<file path="src/rtl/bls_pkg.sv">
`default_nettype none
package bls_pkg;

  // Canvas registers are fixed at 15 bits, unsigned
  localparam int CANVAS_BITS    = 15;
  localparam int CFG_INDEX_BITS = 1;

  // Configuration register indexes
  localparam logic [CFG_INDEX_BITS-1:0] CFG_CANVAS_WIDTH  = 1'b0;
  localparam logic [CFG_INDEX_BITS-1:0] CFG_CANVAS_HEIGHT = 1'b1;

  // Canvas reset values
  localparam logic [CANVAS_BITS-1:0] CANVAS_WIDTH_RESET  = 15'd640;
  localparam logic [CANVAS_BITS-1:0] CANVAS_HEIGHT_RESET = 15'd480;

  // Request kind carried on the input tuser
  typedef enum logic {
    MODE_START = 1'b0,
    MODE_STEP  = 1'b1
  } bls_mode_t;

  // Queue status seen by the front and the back
  typedef struct packed {
    logic can_push;
    logic has_data;
  } bls_q_status_t;

endpackage
`default_nettype wire

</file>
<file path="src/rtl/bls_front.sv">
`default_nettype none
module bls_front #(
  parameter int COORD_BITS = 16
) (
  input  wire logic                         in_mode,
  input  wire logic signed [COORD_BITS-1:0] x_start,
  input  wire logic signed [COORD_BITS-1:0] y_start,
  input  wire logic signed [COORD_BITS-1:0] x_end,
  input  wire logic signed [COORD_BITS-1:0] y_end,
  // entry, lowest bit up: mode, x0, y0, x1, y1, dx, ndy, step_x_neg, step_y_neg
  output logic [6*COORD_BITS+6-1:0]         entry
);
  import bls_pkg::*;

  localparam int CB = COORD_BITS;
  localparam int DW = CB + 1;
  localparam int NW = CB + 2;

  logic signed [CB:0]   diff_x;
  logic signed [CB:0]   diff_y;
  logic        [DW-1:0] dx_abs;
  logic signed [NW-1:0] ndy;
  logic                 sx_neg;
  logic                 sy_neg;
  bls_mode_t            mode;

  // Classify the request and set up the line deltas and step signs
  always_comb begin
    mode   = bls_mode_t'(in_mode);
    diff_x = (CB+1)'(x_end) - (CB+1)'(x_start);
    diff_y = (CB+1)'(y_end) - (CB+1)'(y_start);
    dx_abs = (diff_x < 0) ? DW'(-diff_x) : DW'(diff_x);
    ndy    = (diff_y < 0) ? NW'(diff_y) : -NW'(diff_y);
    sx_neg = !(diff_x > 0);
    sy_neg = !(diff_y > 0);
  end

  assign entry = {sy_neg, sx_neg, ndy, dx_abs, y_end, x_end, y_start, x_start,
                  (mode == MODE_STEP)};

endmodule
`default_nettype wire

</file>
<file path="src/rtl/bls_queue.sv">
`default_nettype none
module bls_queue #(
  parameter int WIDTH = 8,
  parameter int DEPTH = 2
) (
  input  wire logic                  clk,
  input  wire logic                  rst_n,
  input  wire logic                  push,
  input  wire logic [WIDTH-1:0]      push_data,
  input  wire logic                  pop,
  output logic [WIDTH-1:0]           pop_data,
  output bls_pkg::bls_q_status_t     status
);
  import bls_pkg::*;

  localparam int PW = (DEPTH > 1) ? $clog2(DEPTH) : 1;
  localparam int CW = $clog2(DEPTH + 1);
  localparam logic [PW-1:0] LAST_PTR = PW'(DEPTH - 1);
  localparam logic [CW-1:0] FULL_CNT = CW'(DEPTH);

  logic [WIDTH-1:0] slots_r [DEPTH];
  logic [PW-1:0]    wr_ptr_r, wr_ptr_nxt;
  logic [PW-1:0]    rd_ptr_r, rd_ptr_nxt;
  logic [CW-1:0]    count_r, count_nxt;
  logic             do_push;
  logic             do_pop;

  assign status.can_push = (count_r != FULL_CNT);
  assign status.has_data = (count_r != '0);
  assign do_push         = push && status.can_push;
  assign do_pop          = pop && status.has_data;
  assign pop_data        = slots_r[rd_ptr_r];

  // Advance pointers and occupancy
  always_comb begin
    wr_ptr_nxt = wr_ptr_r;
    rd_ptr_nxt = rd_ptr_r;
    count_nxt  = count_r;
    if (do_push) begin
      wr_ptr_nxt = (wr_ptr_r == LAST_PTR) ? '0 : wr_ptr_r + PW'(1);
    end
    if (do_pop) begin
      rd_ptr_nxt = (rd_ptr_r == LAST_PTR) ? '0 : rd_ptr_r + PW'(1);
    end
    if (do_push && !do_pop) begin
      count_nxt = count_r + CW'(1);
    end else if (!do_push && do_pop) begin
      count_nxt = count_r - CW'(1);
    end
  end

  always_ff @(posedge clk) begin
    if (!rst_n) begin
      wr_ptr_r <= '0;
      rd_ptr_r <= '0;
      count_r  <= '0;
    end else begin
      wr_ptr_r <= wr_ptr_nxt;
      rd_ptr_r <= rd_ptr_nxt;
      count_r  <= count_nxt;
    end
  end

  // Store the incoming request
  always_ff @(posedge clk) begin
    if (do_push) begin
      slots_r[wr_ptr_r] <= push_data;
    end
  end

endmodule
`default_nettype wire

</file>
<file path="src/rtl/bls_back.sv">
`default_nettype none
module bls_back #(
  parameter int COORD_BITS = 16
) (
  input  wire logic                                clk,
  input  wire logic                                rst_n,
  input  wire logic                                cfg_we,
  input  wire logic [bls_pkg::CFG_INDEX_BITS-1:0]  cfg_index,
  input  wire logic [bls_pkg::CANVAS_BITS-1:0]     cfg_wdata,
  input  wire bls_pkg::bls_q_status_t              q_status,
  input  wire logic [6*COORD_BITS+6-1:0]           q_entry,
  output logic                                     q_pop,
  output logic                                     out_valid,
  input  wire logic                                out_ready,
  output logic signed [COORD_BITS-1:0]             pixel_x,
  output logic signed [COORD_BITS-1:0]             pixel_y,
  output logic                                     inside_res,
  output logic                                     last
);
  import bls_pkg::*;

  localparam int CB      = COORD_BITS;
  localparam int DW      = CB + 1;
  localparam int NW      = CB + 2;
  localparam int EW      = CB + 3;
  localparam int CMPW    = ((CB > CANVAS_BITS) ? CB : CANVAS_BITS) + 1;
  localparam int OFS_X0  = 1;
  localparam int OFS_Y0  = OFS_X0 + CB;
  localparam int OFS_X1  = OFS_Y0 + CB;
  localparam int OFS_Y1  = OFS_X1 + CB;
  localparam int OFS_DX  = OFS_Y1 + CB;
  localparam int OFS_NDY = OFS_DX + DW;
  localparam int OFS_SX  = OFS_NDY + NW;
  localparam int OFS_SY  = OFS_SX + 1;
  localparam logic signed [CB-1:0] ONE_C = CB'(1);

  // Line state
  logic signed [CB-1:0]     cur_x_r, cur_y_r, goal_x_r, goal_y_r;
  logic        [DW-1:0]     dx_r;
  logic signed [NW-1:0]     ndy_r;
  logic                     sx_neg_r, sy_neg_r;
  logic signed [EW-1:0]     err_r;
  logic                     active_r;
  logic [CANVAS_BITS-1:0]   canvas_w_r, canvas_h_r;

  // Output register
  logic                     out_valid_r;
  logic signed [CB-1:0]     pix_x_r, pix_y_r;
  logic                     inside_r, last_r;

  // Decoded queue entry
  bls_mode_t                e_mode;
  logic signed [CB-1:0]     e_x0, e_y0, e_x1, e_y1;
  logic        [DW-1:0]     e_dx;
  logic signed [NW-1:0]     e_ndy;
  logic                     e_sx, e_sy;

  // Step datapath
  logic signed [EW:0]       e2, ndy_cmp, dx_cmp;
  logic signed [EW-1:0]     ndy_w, dx_w, e_ndy_w, e_dx_w;
  logic                     move_x, move_y;
  logic signed [EW-1:0]     err_step;
  logic signed [CB-1:0]     x_step, y_step;

  // Next values
  logic                     is_start, do_emit, fire;
  logic signed [CB-1:0]     cur_x_nxt, cur_y_nxt, goal_x_nxt, goal_y_nxt;
  logic signed [EW-1:0]     err_nxt;
  logic                     at_end;
  logic signed [CMPW-1:0]   px_c, py_c, w_c, h_c;
  logic                     inside_nxt;

  always_comb begin
    e_mode = bls_mode_t'(q_entry[0]);
    e_x0   = q_entry[OFS_X0 +: CB];
    e_y0   = q_entry[OFS_Y0 +: CB];
    e_x1   = q_entry[OFS_X1 +: CB];
    e_y1   = q_entry[OFS_Y1 +: CB];
    e_dx   = q_entry[OFS_DX +: DW];
    e_ndy  = q_entry[OFS_NDY +: NW];
    e_sx   = q_entry[OFS_SX];
    e_sy   = q_entry[OFS_SY];
  end

  // Advance the error term and pick the axes that move
  always_comb begin
    e2       = {err_r, 1'b0};
    ndy_cmp  = (EW+1)'(ndy_r);
    dx_cmp   = $signed((EW+1)'(dx_r));
    ndy_w    = EW'(ndy_r);
    dx_w     = $signed(EW'(dx_r));
    move_x   = (ndy_cmp <= e2);
    move_y   = (e2 <= dx_cmp);
    err_step = err_r + (move_x ? ndy_w : '0) + (move_y ? dx_w : '0);
    x_step   = cur_x_r;
    y_step   = cur_y_r;
    if (move_x) begin
      x_step = sx_neg_r ? cur_x_r - ONE_C : cur_x_r + ONE_C;
    end
    if (move_y) begin
      y_step = sy_neg_r ? cur_y_r - ONE_C : cur_y_r + ONE_C;
    end
  end

  // Select start setup or step, then classify the pixel
  always_comb begin
    e_ndy_w    = EW'(e_ndy);
    e_dx_w     = $signed(EW'(e_dx));
    is_start   = (e_mode == MODE_START);
    do_emit    = is_start || active_r;
    fire       = q_status.has_data && (!out_valid_r || out_ready);
    cur_x_nxt  = is_start ? e_x0 : x_step;
    cur_y_nxt  = is_start ? e_y0 : y_step;
    goal_x_nxt = is_start ? e_x1 : goal_x_r;
    goal_y_nxt = is_start ? e_y1 : goal_y_r;
    err_nxt    = is_start ? (e_dx_w + e_ndy_w) : err_step;
    at_end     = (cur_x_nxt == goal_x_nxt) && (cur_y_nxt == goal_y_nxt);
    px_c       = CMPW'(cur_x_nxt);
    py_c       = CMPW'(cur_y_nxt);
    w_c        = $signed(CMPW'(canvas_w_r));
    h_c        = $signed(CMPW'(canvas_h_r));
    inside_nxt = (px_c >= 0) && (px_c < w_c) && (py_c >= 0) && (py_c < h_c);
  end

  assign q_pop = fire;

  // Hold control state: line activity, result valid, canvas registers
  always_ff @(posedge clk) begin
    if (!rst_n) begin
      active_r    <= 1'b0;
      out_valid_r <= 1'b0;
      canvas_w_r  <= CANVAS_WIDTH_RESET;
      canvas_h_r  <= CANVAS_HEIGHT_RESET;
    end else begin
      if (fire && do_emit) begin
        active_r    <= !at_end;
        out_valid_r <= 1'b1;
      end else if (out_ready) begin
        out_valid_r <= 1'b0;
      end
      if (cfg_we) begin
        case (cfg_index)
          CFG_CANVAS_WIDTH:  canvas_w_r <= cfg_wdata;
          CFG_CANVAS_HEIGHT: canvas_h_r <= cfg_wdata;
          default: begin
          end
        endcase
      end
    end
  end

  // Update line state and load the result register
  always_ff @(posedge clk) begin
    if (fire && do_emit) begin
      cur_x_r  <= cur_x_nxt;
      cur_y_r  <= cur_y_nxt;
      goal_x_r <= goal_x_nxt;
      goal_y_r <= goal_y_nxt;
      err_r    <= err_nxt;
      pix_x_r  <= cur_x_nxt;
      pix_y_r  <= cur_y_nxt;
      inside_r <= inside_nxt;
      last_r   <= at_end;
      if (is_start) begin
        dx_r     <= e_dx;
        ndy_r    <= e_ndy;
        sx_neg_r <= e_sx;
        sy_neg_r <= e_sy;
      end
    end
  end

  assign out_valid  = out_valid_r;
  assign pixel_x    = pix_x_r;
  assign pixel_y    = pix_y_r;
  assign inside_res = inside_r;
  assign last       = last_r;

endmodule
`default_nettype wire

</file>
<file path="src/rtl/bresenham_line_stepper_unit.sv">
`default_nettype none
// Bresenham line stepper, all octants, one pixel per request. A start request
// (in_tuser = 0) loads both endpoints and returns the first pixel; a step
// request (in_tuser = 1) returns the next pixel, or nothing when no line is
// active. Each result carries the pixel on out_tdata, an inside-canvas flag on
// out_tuser and the endpoint flag on out_tlast. The block sustains one request
// per clock while the output is not stalled: the step update in the back end is
// combinational, and a short request queue separates input acceptance from the
// result register. A request's pixel reaches the output through the queue slot
// and then the result register. Canvas width and height are written through the
// cfg port by the user while the block is idle; the block does not enforce it.
module bresenham_line_stepper_unit #(
  parameter int COORD_BITS  = 16,
  parameter int QUEUE_DEPTH = 2
) (
  input  wire logic                                          clk,
  input  wire logic                                          rst_n,
  input  wire logic                                          cfg_we,
  input  wire logic [bls_pkg::CFG_INDEX_BITS-1:0]            cfg_index,
  input  wire logic [bls_pkg::CANVAS_BITS-1:0]               cfg_wdata,
  input  wire logic                                          in_tvalid,
  output logic                                               in_tready,
  // in_tdata, lowest bit up: x_start, y_start, x_end, y_end, zero fill
  input  wire logic [((4*COORD_BITS+7)/8)*8-1:0]             in_tdata,
  // in_tuser: mode
  input  wire logic                                          in_tuser,
  output logic                                               out_tvalid,
  input  wire logic                                          out_tready,
  // out_tdata, lowest bit up: pixel_x, pixel_y, zero fill
  output logic [((2*COORD_BITS+7)/8)*8-1:0]                  out_tdata,
  // out_tuser: inside_res
  output logic                                               out_tuser,
  output logic                                               out_tlast
);
  import bls_pkg::*;

  localparam int CB    = COORD_BITS;
  localparam int QW    = 6*CB + 6;
  localparam int OUT_W = ((2*CB+7)/8)*8;

  logic [QW-1:0]        f_entry;
  logic [QW-1:0]        q_entry;
  bls_q_status_t        q_status;
  logic                 q_push;
  logic                 q_pop;
  logic signed [CB-1:0] pixel_x;
  logic signed [CB-1:0] pixel_y;

  assign in_tready = q_status.can_push;
  assign q_push    = in_tvalid && in_tready;

  // Classify requests and set up line parameters
  bls_front #(
    .COORD_BITS(CB)
  ) u_front (
    .in_mode (in_tuser),
    .x_start (in_tdata[0*CB +: CB]),
    .y_start (in_tdata[1*CB +: CB]),
    .x_end   (in_tdata[2*CB +: CB]),
    .y_end   (in_tdata[3*CB +: CB]),
    .entry   (f_entry)
  );

  // Buffer requests between front and back
  bls_queue #(
    .WIDTH(QW),
    .DEPTH(QUEUE_DEPTH)
  ) u_queue (
    .clk       (clk),
    .rst_n     (rst_n),
    .push      (q_push),
    .push_data (f_entry),
    .pop       (q_pop),
    .pop_data  (q_entry),
    .status    (q_status)
  );

  // Step the line and register results
  bls_back #(
    .COORD_BITS(CB)
  ) u_back (
    .clk        (clk),
    .rst_n      (rst_n),
    .cfg_we     (cfg_we),
    .cfg_index  (cfg_index),
    .cfg_wdata  (cfg_wdata),
    .q_status   (q_status),
    .q_entry    (q_entry),
    .q_pop      (q_pop),
    .out_valid  (out_tvalid),
    .out_ready  (out_tready),
    .pixel_x    (pixel_x),
    .pixel_y    (pixel_y),
    .inside_res (out_tuser),
    .last       (out_tlast)
  );

  assign out_tdata = OUT_W'({pixel_y, pixel_x});

endmodule
`default_nettype wire
</file>
<file path="config.mk">
export PLATFORM = sky130hd
export DESIGN_NAME = bresenham_line_stepper_unit
export DESIGN_NICKNAME = d
export VERILOG_FILES = /design/src/rtl/bls_pkg.sv /design/src/rtl/bls_front.sv /design/src/rtl/bls_queue.sv /design/src/rtl/bls_back.sv /design/src/rtl/bresenham_line_stepper_unit.sv
export SDC_FILE = /design/constraint.sdc
export NUM_CORES = 1
export LEC_CHECK = 0
export BUFFER_PORTS_ARGS = -buffer_cell sky130_fd_sc_hd__buf_2
export CORE_UTILIZATION = 45
export CTS_CLUSTER_SIZE = 40
export DETAILED_ROUTE_END_ITERATION = 10
export PLACE_DENSITY = 0.6
export SETUP_SLACK_MARGIN = 0.2
export SYNTH_ARGS = -nofsm -noshare
export SYNTH_HDL_FRONTEND = slang
export SYNTH_SLANG_ARGS = --single-unit
</file>
<file path="constraint.sdc">
create_clock -name clk -period 8.2 [get_ports clk]
set_clock_uncertainty 0.05 [all_clocks]
set_input_delay 0.82 -clock clk [delete_from_list [all_inputs] [get_ports clk]]
set_output_delay 0.82 -clock clk [all_outputs]
set_load 0.02 [all_outputs]
</file>
# ---- Yosys cells after proc, flatten, opt, wreduce, memory -nomap -nowiden
# Memories as Yosys holds them, arrays and structs flattened. A register that Yosys moved wholly into a read port is not among the register bits.
# Index checks and enable logic that the tools add are counted.
# W data, S select, Z words.
dict set report word_totals {
  output_inout_bits 36
  ff_bits 158
  word_cells 97
  ramBits 204
  in_bits 86
  mem_count 1
}
# name words width read_ports rd_clocked_by_memory_dff write_ports line_no
set memory_table {}
lappend memory_table {u_queue.slots_r 2 102 1 1 1 bls_queue.sv:21} ;# logic [WIDTH-1:0] slots_r [DEPTH];
dict set report classes {
  n_bitwise 2
  addsub 15
  reduce_logical 25
  n_mux 23
  eq_ne 3
  magnitude_cmp 10
}
# operator count
set op_table {}
lappend op_table {{$mux W16} 8}
lappend op_table {{$add A19 B19 Y19} 2}
lappend op_table {{$mux W19} 2}
lappend op_table {{$gt A17 B1 Y1 const B} 2}
lappend op_table {{$lt A17 B1 Y1 const B} 2}
lappend op_table {{$mux W17} 2}
lappend op_table {{$sub A16 B16 Y17} 2}
lappend op_table {{$add A16 B2 Y16 const B} 2}
lappend op_table {{$eq A16 B16 Y1} 2}
lappend op_table {{$ge A16 B1 Y1 const B} 2}
lappend op_table {{$lt A16 B16 Y1} 2}
lappend op_table {{$sub A16 B2 Y16 const B} 2}
lappend op_table {{$le A18 B20 Y1} 1}
lappend op_table {{$le A20 B18 Y1} 1}
lappend op_table {{$add A18 B18 Y19} 1}
lappend op_table {{$mux W18} 1}
lappend op_table {{$neg A17 Y18} 1}
lappend op_table {{$neg A17 Y17} 1}
lappend op_table {{$logic_and A1 B1 Y1} 11}
lappend op_table {{$mux W1} 8}
lappend op_table {{$logic_not A1 Y1} 6}
lappend op_table {{$reduce_and A2 Y1} 3}
lappend op_table {{$reduce_bool A2 Y1} 3}
lappend op_table {{$mux W2} 2}
lappend op_table {{other kinds (6)} 9}

# ---- Depth between registers and ports, before layout
# Gate-level depths: netlist of the first run.
dict set report logic_depth {
  ltp_word 8
  depth_mapped 25
  depth_no_buf 22
}

# ---- By module
# Synthesis of the first run repeated with hierarchy kept, for this count alone.
dict set report hier_totals {
  hier_cells 2087
  hier_area_um2 22949.5
}
# mod seq_area_each_um2 cells_each area_each_um2 n_inst
set modules_own_cells {}
lappend modules_own_cells {bls_back 4304.1 1319 12354.3 1}
lappend modules_own_cells {bls_queue 6226.0 341 7624.8 1}
lappend modules_own_cells {bls_front 0.0 426 2964.1 1}
lappend modules_own_cells {bresenham_line_stepper_unit 0.0 1 6.3 1}

# ---- Worst setup path after synthesis of the first run
# No wires, ideal clock.
dict set report synth_path {
  path_type {reg-to-reg}
  from {reg u_back.err_r[4]}
  to {reg u_back.err_r[17], data pin}
  required_time_ns 7.876
  path_slack_ns 2.370
  path_stages_with_launch 26
  setup_time_ns 0.274
  path_buffers 3
  t_arrival_ns 5.506
  period_less_slack_ns 5.830
  path_cell_list {edfxtp_1 inv_1 ha_1 a211oi_2 nor2_1 o31ai_2 o211ai_1 a21oi_1 buf_2 clkbuf_1 clkbuf_1 nand2_1 fa_1 inv_1 ha_1 fa_1 a21o_1 a21oi_1 o21bai_1 a21oi_1 o21ai_0 a41o_1 o41ai_1 o21ai_0 xnor2_1 mux2i_1}
}
dict set report synth_between {
  elab_chain_cells 5
  word_cells_on_any_way 7
  cone_classes {add/sub (2); order compare (2); mux (3)}
}
# item line_no
set synth_rtl {}
lappend synth_rtl {{start: declaration} bls_back.sv:42} ;# logic signed [EW-1:0] err_r;
lappend synth_rtl {{start signal: assignment} bls_back.sv:159} ;# err_r <= err_nxt;
lappend synth_rtl {{$le A18 B20 Y1} bls_back.sv:92} ;# move_x = (ndy_cmp <= e2);
lappend synth_rtl {{$mux W19} bls_back.sv:94} ;# err_step = err_r + (move_x ? ndy_w : '0) + (move_y ? dx_w : '0);
lappend synth_rtl {{$add A19 B19 Y19} bls_back.sv:94}
lappend synth_rtl {{$add A19 B19 Y19 *} bls_back.sv:94}
lappend synth_rtl {{$mux W19 *} bls_back.sv:116} ;# err_nxt = is_start ? (e_dx_w + e_ndy_w) : err_step;
lappend synth_rtl {{net u_back.err_nxt[17]} bls_back.sv:68} ;# logic signed [EW-1:0] err_nxt;
# The timed path passes the listed nets; every way through them passes the cells marked *.
# A chain may end at the register's enable or synchronous reset.

# ---- Final worst setup path of the first run
# Same ends and word-level chain as after synthesis.

==> impl_metrics.py, run 1 <==
metrics = {
    "run_status": {
        "status": "complete, but fails checks",
        "violations": "DRC",
    },
    "setup_path": {
        "worstPathArrival_ns": 6.29,
        "r2r_start": "u_back.err_r[4]",
        "path_class": "reg2reg",
        "critPathRequiredTime_ns": 8.45,
        "cp_max_fo": 12,
        "crit_path_end_kind": "flip-flop",
        "worstSetupStartpointType": "flip-flop",
        "cp-startpoint": "u_back.err_r[4]",
    },
    "synth": {
        "synth_top_area_share_pct": 43.0,
        "synth_top_cell_by_area": "edfxtp_1",
        "synth-main-ff-cell": "edfxtp_1",
        "yosysUniqueCellTypes": 78,
        "synth_edf_count": 326,
        "synth_fp_nets": 2386,
        "synth_cells": 2116,
        "ys_warn_count": 0,
        "ys_ff_latch": 363,
        "synthesis.area_um2": 22800,
        "ys_seq_area_share_pct": 46.2,
        "synth_area_leaders": "edfxtp_1 43%, ha_1 8.8%, mux2i_1 3.9%, xnor2_1 3.7%, dfxtp_1 3.3%",
        "synthArstFlopShare_pct": 0,
        "syn_avg_cell_area_um2": 10.8,
    },
    "floorplan": {
        "start_util_pct": 45.5,
        "top_level_ports": 122,
        "die_y_um": 227,
        "row_count": 82,
        "coreArea_um2": 50100,
        "die_w_um": 227,
        "dieArea_um2": 51500,
    },
    "cts": {
        "cts_max_path_buffers": 3,
        "cts_made_buffers": 42,
        "clock_latency_ns": 0.58,
        "cts_tree": "done",
        "path_clk_slew_ns": 0.07,
        "cts_post_setup_buffers_inserted": 0,
        "cts-root-buf": "clkbuf_16",
        "htreeDepth": 2,
        "holdBufCountCts": 0,
        "cts_resized": 0,
        "cts.sinks": 363,
    },
    "timing": {
        "fin_ws_ns": 2.16,
        "post-route-min-period_ns": 6.04,
        "setup_viol_count_final": 0,
        "max_freq_mhz": 166,
        "slew-limit-headroom_pct": 24.3,
        "drv_slew": 0,
        "rsz0062_at_grt": "no",
        "hold_violations": 0,
        "worst_slew_pin_slew_ns": 1.13,
        "period_share_pct": 73.6,
        "hold_ws_ns": 0.377,
        "fin_setup_tns_ns": 0,
    },
    "final_layout": {
        "multi_input_area_um2": 11300,
        "drive_gt1_share_pct": 12.6,
        "mostFrequentLayoutCell": "edfxtp_1",
        "n_fill_cell": 4608,
        "final_cell_mix": "326 x edfxtp_1, 195 x inv_1, 193 x nand2_1, 161 x ha_1, 121 x buf_2",
        "fin_area_um2": 25600,
        "fin_nets": 2501,
        "regArea_um2": 10500,
        "area_growth_pct": 12.2,
    },
    "run": {
        "cap_violations": 0,
    },
    "routing": {
        "drc": 2,
        "drt_wl_total_um": 66300,
        "wl_per_cell_um": 22.6,
        "firstDrtPassIters": 8,
        "via_per_inst": 5.80,
        "drt_iter0_markers": 1487,
        "ant_nets": 0,
        "vias": 17017,
    },
    "placement": {
        "place_area_um2": 24200,
        "hpwl_um": 50800,
        "numPortBuffers": 121,
        "dp_slack_ns": 2.21,
        "place_congestion": 0.928,
    },
    "hold_path": {
        "hold_path_startpoint": "in_tuser",
        "min_path_type": "in2reg",
    },
    "power": {
        "p_leak_nw": 10.1,
        "peakVddDrop_mv": 0.226,
        "powerDensity_nw_per_um2": 464,
    },
    "global_routing": {
        "globalRoute.totalOverflow": 0,
        "grt_pass1_vias": 16137,
        "grt_first_pass_wirelength_um": 98200,
        "antenna_found_initial": 5,
        "grt_max_degree": 82,
        "grt_usage_pct": 25.8,
    },
}
## kinds of logic after synthesis
group	Yosys count	share of synthesized area, %
buffers and inverters	260	4.36
and+or+nand+nor	537	11.6
muxes	142	6.53
adders and majority gates	184	10.9
xor gates and xnor gates	166	6.38
AOI/OAI and AO/OA	464	14.1
DFF	363	46.2
## power breakdown
group	internal (W)	switching (W)	leakage (nW)
logic	0.00258	0.00422	6.12
clock network	0.00113	0.000804	0.678
registers	0.00274	0.000378	3.33
total	0.00645	0.00540	10.1
## critical path, stage by stage, from the launching register on
cell	delay, ns
edfxtp_1	0.41
inv_1	0.13
ha_1	0.26
a211oi_2	0.26
nor2_1	0.11
o31ai_2	0.31
o211ai_1	0.33
a21oi_4	0.44
nand2_1	0.13
fa_1	0.49
inv_1	0.05
ha_1	0.22
fa_1	0.41
a21o_1	0.17
a21oi_1	0.21
o21bai_1	0.10
a21oi_1	0.26
o21ai_0	0.25
a41o_1	0.35
o41ai_1	0.41
o21ai_0	0.20
xnor2_1	0.16
mux2i_1	0.09
## sequential cells by signal, indices dropped and copies added, names as in the netlist, named ones only
name and cells:
u_back.canvas_w_r 15, u_back.sy_neg_r 1, u_back.active_r 1, u_queue.slots_r 204, u_back.canvas_h_r 15, u_queue.rd_ptr_r 1, u_back.cur_y_r 16, u_back.inside_res 1
u_back.err_r 19, u_queue.count_r 2, u_back.out_valid 1, u_back.last 1, u_back.sx_neg_r 1, u_back.goal_x_r 16, u_queue.wr_ptr_r 1, u_back.cur_x_r 16
u_back.dx_r 17, u_back.goal_y_r 16, u_back.ndy_r 18
## through the flow
| step | utilization (%) | cells | total power, W |
|---|---|---|---|
| 2_1_floorplan | - | 2116 | 0.00782 |
| 3_3_place_gp | 48.3 | 2859 | 0.00975 |
| 3_5_place_dp | 48.3 | 2859 | 0.00983 |
| 4_1_cts | 51.1 | 2934 | 0.0118 |
| 5_1_grt | 51.1 | 2934 | 0.0126 |
| 6_report | 51.1 | 2935 | 0.0119 |
## Yosys cell counts, types with 13 or more instances
master    count
edfxtp_1    326
mux2_2       53
or3_1        15
fa_1         23
and3_1       21
clkbuf_1     40
a21boi_0     30
inv_1       195
a31oi_1      18
and2_1       18
o21ai_0      80
nor3_1       44
xnor2_1      95
o211ai_1     20
nor2_1       93
buf_1        15
o21a_1       18
a21o_1       24
o31ai_1      13
a21oi_1      98
xor2_1       71
ha_1        161
mux2i_1      89
nand2_1     193
nand3_1      26
nor2b_1      37
dfxtp_1      37
a211oi_1     32
nand4_1      18
nand2b_1     17
## path summary, 6_finish.rpt
| path | cells past startpoint | slack, ns | end |
|---|---|---|---|
| worst min register to register | 2 | 0.42 | u_back.canvas_w_r[13] |
| worst min-delay path | 1 | 0.38 | u_queue.slots_r[0][0] |
| worst max register to register | 22 | 2.16 | u_back.err_r[17] |
| worst max-delay path | 22 | 2.16 | u_back.err_r[17] |
## final cells by class
class	instances	share of cell area [%]
clock inverter	20	0.935
tap	672	3.29
inverter	195	2.86
sequential	363	41.2
timing repair buffer	136	2.86
clock buffer	55	4.54
multi-input combinational	1493	44.3
antenna	1	0.00979
## metal layers
| metal | wire, um | part of all wire (%) | global-route usage (%) |
|---|---|---|---|
| met1 | 31000 | 47 | 37.8 |
| met2 | 28200 | 42 | 38.1 |
| met3 | 4880 | 7.4 | 5.10 |
| met4 | 2210 | 3.3 | 8.72 |
| met5 | 13 | 0.020 | 0 |
Power figures use the tool's default switching activity.
==> run 2, diff against run 1 <==
==> constraint.sdc (replaced) <==
create_clock -name clk -period 6.3 [get_ports clk]
set_clock_uncertainty 0.05 [all_clocks]
set_input_delay 0.63 -clock clk [delete_from_list [all_inputs] [get_ports clk]]
set_output_delay 0.63 -clock clk [all_outputs]
set_load 0.02 [all_outputs]
==> run 2 against run 1 <==
Compared with the run above: the flow now finishes without violations; wire length up 1.2%; sequential power up 30%; non-clock buffer count up 6; critical endpoint is now u_back.err_r[18].
==> impl_metrics.py, run 2 (synthesis results as in run 1) <==
metrics = {
    "routing": {
        "drt_wl_total_um": 67100,
        "wl_per_cell_um": 22.8,
        "drt_iter0_markers": 1407,
        "vias": 16979,
        "via_per_inst": 5.77,
        "drc": 0,
        "firstDrtPassIters": 8,
        "ant_nets": 0,
    },
    "power": {
        "p_leak_nw": 10.1,
        "powerDensity_nw_per_um2": 600,
        "peakVddDrop_mv": 0.305,
    },
    "setup_path": {
        "r2r_start": "u_back.err_r[10]",
        "r2r_cells": 23,
        "critical_path.max_stage_delay_ns": 0.48,
        "cp_max_fo": 8,
        "critPathRequiredTime_ns": 6.54,
        "timing.rr.end": "u_back.err_r[18]",
        "slowest_stage": "fa_1",
        "worstPathArrival_ns": 6.06,
        "cp-endpoint": "u_back.err_r[18]",
        "path_class": "reg2reg",
        "r2r_setup_slack_ns": 0.48,
        "worstPathCellList": "inv_1 > ha_1 > a21oi_1 > o21ai_0 > a211oi_2 > o211ai_1 > a21oi_4 > buf_4 > nand2_1 > fa_1 > inv_1 > ha_1 > a21o_1 > a21oi_1 > o21bai_1 > a211o_1 > and3_1 > o31ai_1 > buf_4 > o21ai_0 > o41ai_1 > xor2_1 > o22ai_1",
        "cp-startpoint": "u_back.err_r[10]",
        "crit_path_end_kind": "flip-flop",
        "worstSetupStartpointType": "flip-flop",
    },
    "cts": {
        "cts_tree": "done",
        "clock_latency_ns": 0.58,
        "cts.sinks": 363,
        "cts_made_buffers": 42,
        "cts_max_path_buffers": 3,
        "htreeDepth": 2,
        "cts-root-buf": "clkbuf_16",
        "path_clk_slew_ns": 0.06,
        "holdBufCountCts": 0,
    },
    "run": {
        "cap_violations": 0,
    },
    "final_layout": {
        "largestRegisters": "u_queue.slots_r (204), u_back.err_r (19), u_back.ndy_r (18)",
        "area_growth_pct": 12.1,
        "largest_reg_flops": 204,
        "multi_input_area_um2": 11300,
        "mostFrequentLayoutCell": "edfxtp_1",
        "regArea_um2": 10500,
        "drive_gt1_share_pct": 12.8,
        "n_fill_cell": 4583,
        "fin_nets": 2507,
        "final_cell_mix": "326 x edfxtp_1, 195 x inv_1, 193 x nand2_1, 161 x ha_1, 121 x buf_2",
        "regMostFlops": "u_queue.slots_r",
        "final_util_pct": 51.0,
    },
    "floorplan": {
        "start_util_pct": 45.5,
        "die_y_um": 227,
        "die_w_um": 227,
        "coreArea_um2": 50100,
        "row_count": 82,
        "dieArea_um2": 51500,
        "top_level_ports": 122,
    },
    "timing": {
        "rsz0062_at_grt": "no",
        "worst_slew_pin_slew_ns": 1.17,
        "hold_violations": 0,
        "max_freq_mhz": 172,
        "drv_slew": 0,
        "fin_setup_tns_ns": 0,
        "setup_viol_count_final": 0,
        "slew-limit-headroom_pct": 21.7,
        "period_share_pct": 92.3,
        "hold_ws_ns": 0.211,
        "post-route-min-period_ns": 5.82,
    },
    "placement": {
        "numPortBuffers": 121,
        "hpwl_um": 51700,
        "place_congestion": 0.923,
    },
    "global_routing": {
        "antenna_found_initial": 1,
        "grt_max_degree": 66,
        "grt_pass1_vias": 16381,
        "globalRoute.totalOverflow": 0,
        "grt_usage_pct": 26.3,
        "grt_first_pass_wirelength_um": 99800,
    },
    "run_status": {
        "status": "completed",
    },
    "hold_path": {
        "min_path_type": "in2reg",
    },
}
==> run 2: area by class of cell <==
| class | instances | share of cell area [%] |
|---|---|---|
| multi-input combinational | 1493 | 44.4 |
| sequential | 363 | 41.2 |
| clock buffer | 50 | 4.39 |
| tap | 672 | 3.29 |
| timing repair buffer | 142 | 3.04 |
| inverter | 195 | 2.86 |
| clock inverter | 26 | 0.793 |
| antenna | 2 | 0.0196 |
==> run 2: worst min-delay path by stage <==
stage	from	slack, ns	depth (start not counted)	endpoint
after CTS	in_tuser	0.18	1	u_queue.slots_r[0][0]
after global routing	in_tdata[22]	0.18	1	u_queue.slots_r[0][23]
final	in_tuser	0.21	1	u_queue.slots_r[1][0]
after detailed placement	u_back.canvas_w_r[6]	0.41	2	u_back.canvas_w_r[6]
after floorplan	u_back.canvas_w_r[0]	0.39	2	u_back.canvas_w_r[0]
after global placement	u_back.canvas_w_r[11]	0.40	2	u_back.canvas_w_r[11]
==> run 2: timing repair <==
action,4_1_cts,5_1_grt
gates resized for setup,0,2
endpoints found under the hold margin,0,0
setup buffers,0,0
setup endpoints to repair,0,1
==> run 2: report_power, final <==
part | switching [W] | internal, W
Clock | 0.00103 | 0.00132
Combinational | 0.00554 | 0.00339
Sequential | 0.000497 | 0.00357
Total | 0.00706 | 0.00828
==> run 2: metal layers <==
metal | up-vias | share of wire [%] | track usage, %
met5 | - | 0 | 0
met4 | 0 | 2.5 | 7.30
met3 | 82 | 7.0 | 5.07
met2 | 580 | 42 | 38.7
met1 | 8284 | 48 | 39.3
li1 | 8033 | - | -
==> run 2: metrics by stage <==
step | cells | total power [W] | cell area [um2] | worst slack, ns
CTS | 2941 | 0.0153 | 25500 | 0.428
global placement | 2865 | 0.0128 | 24200 | 0.555
floorplan | 2116 | 0.0102 | 22800 | 0.470
detailed placement | 2865 | 0.0128 | 24200 | 0.467
global route | 2941 | 0.0164 | 25500 | 0.253
finish | 2943 | 0.0153 | 25600 | 0.484
==> run 2: critical path, delay by kind of cell, from the launching register on <==
| family | cells | cell delay [ns] |
|---|---|---|
| adder cells (fa/ha/maj) | 3 | 1.04 |
| AO/OA/AOI/OAI | 13 | 3.04 |
| XOR/XNOR | 1 | 0.21 |
| flip-flops | 1 | 0.40 |
| AND/OR/NAND/NOR | 2 | 0.25 |
| buffers and inverters | 4 | 0.54 |
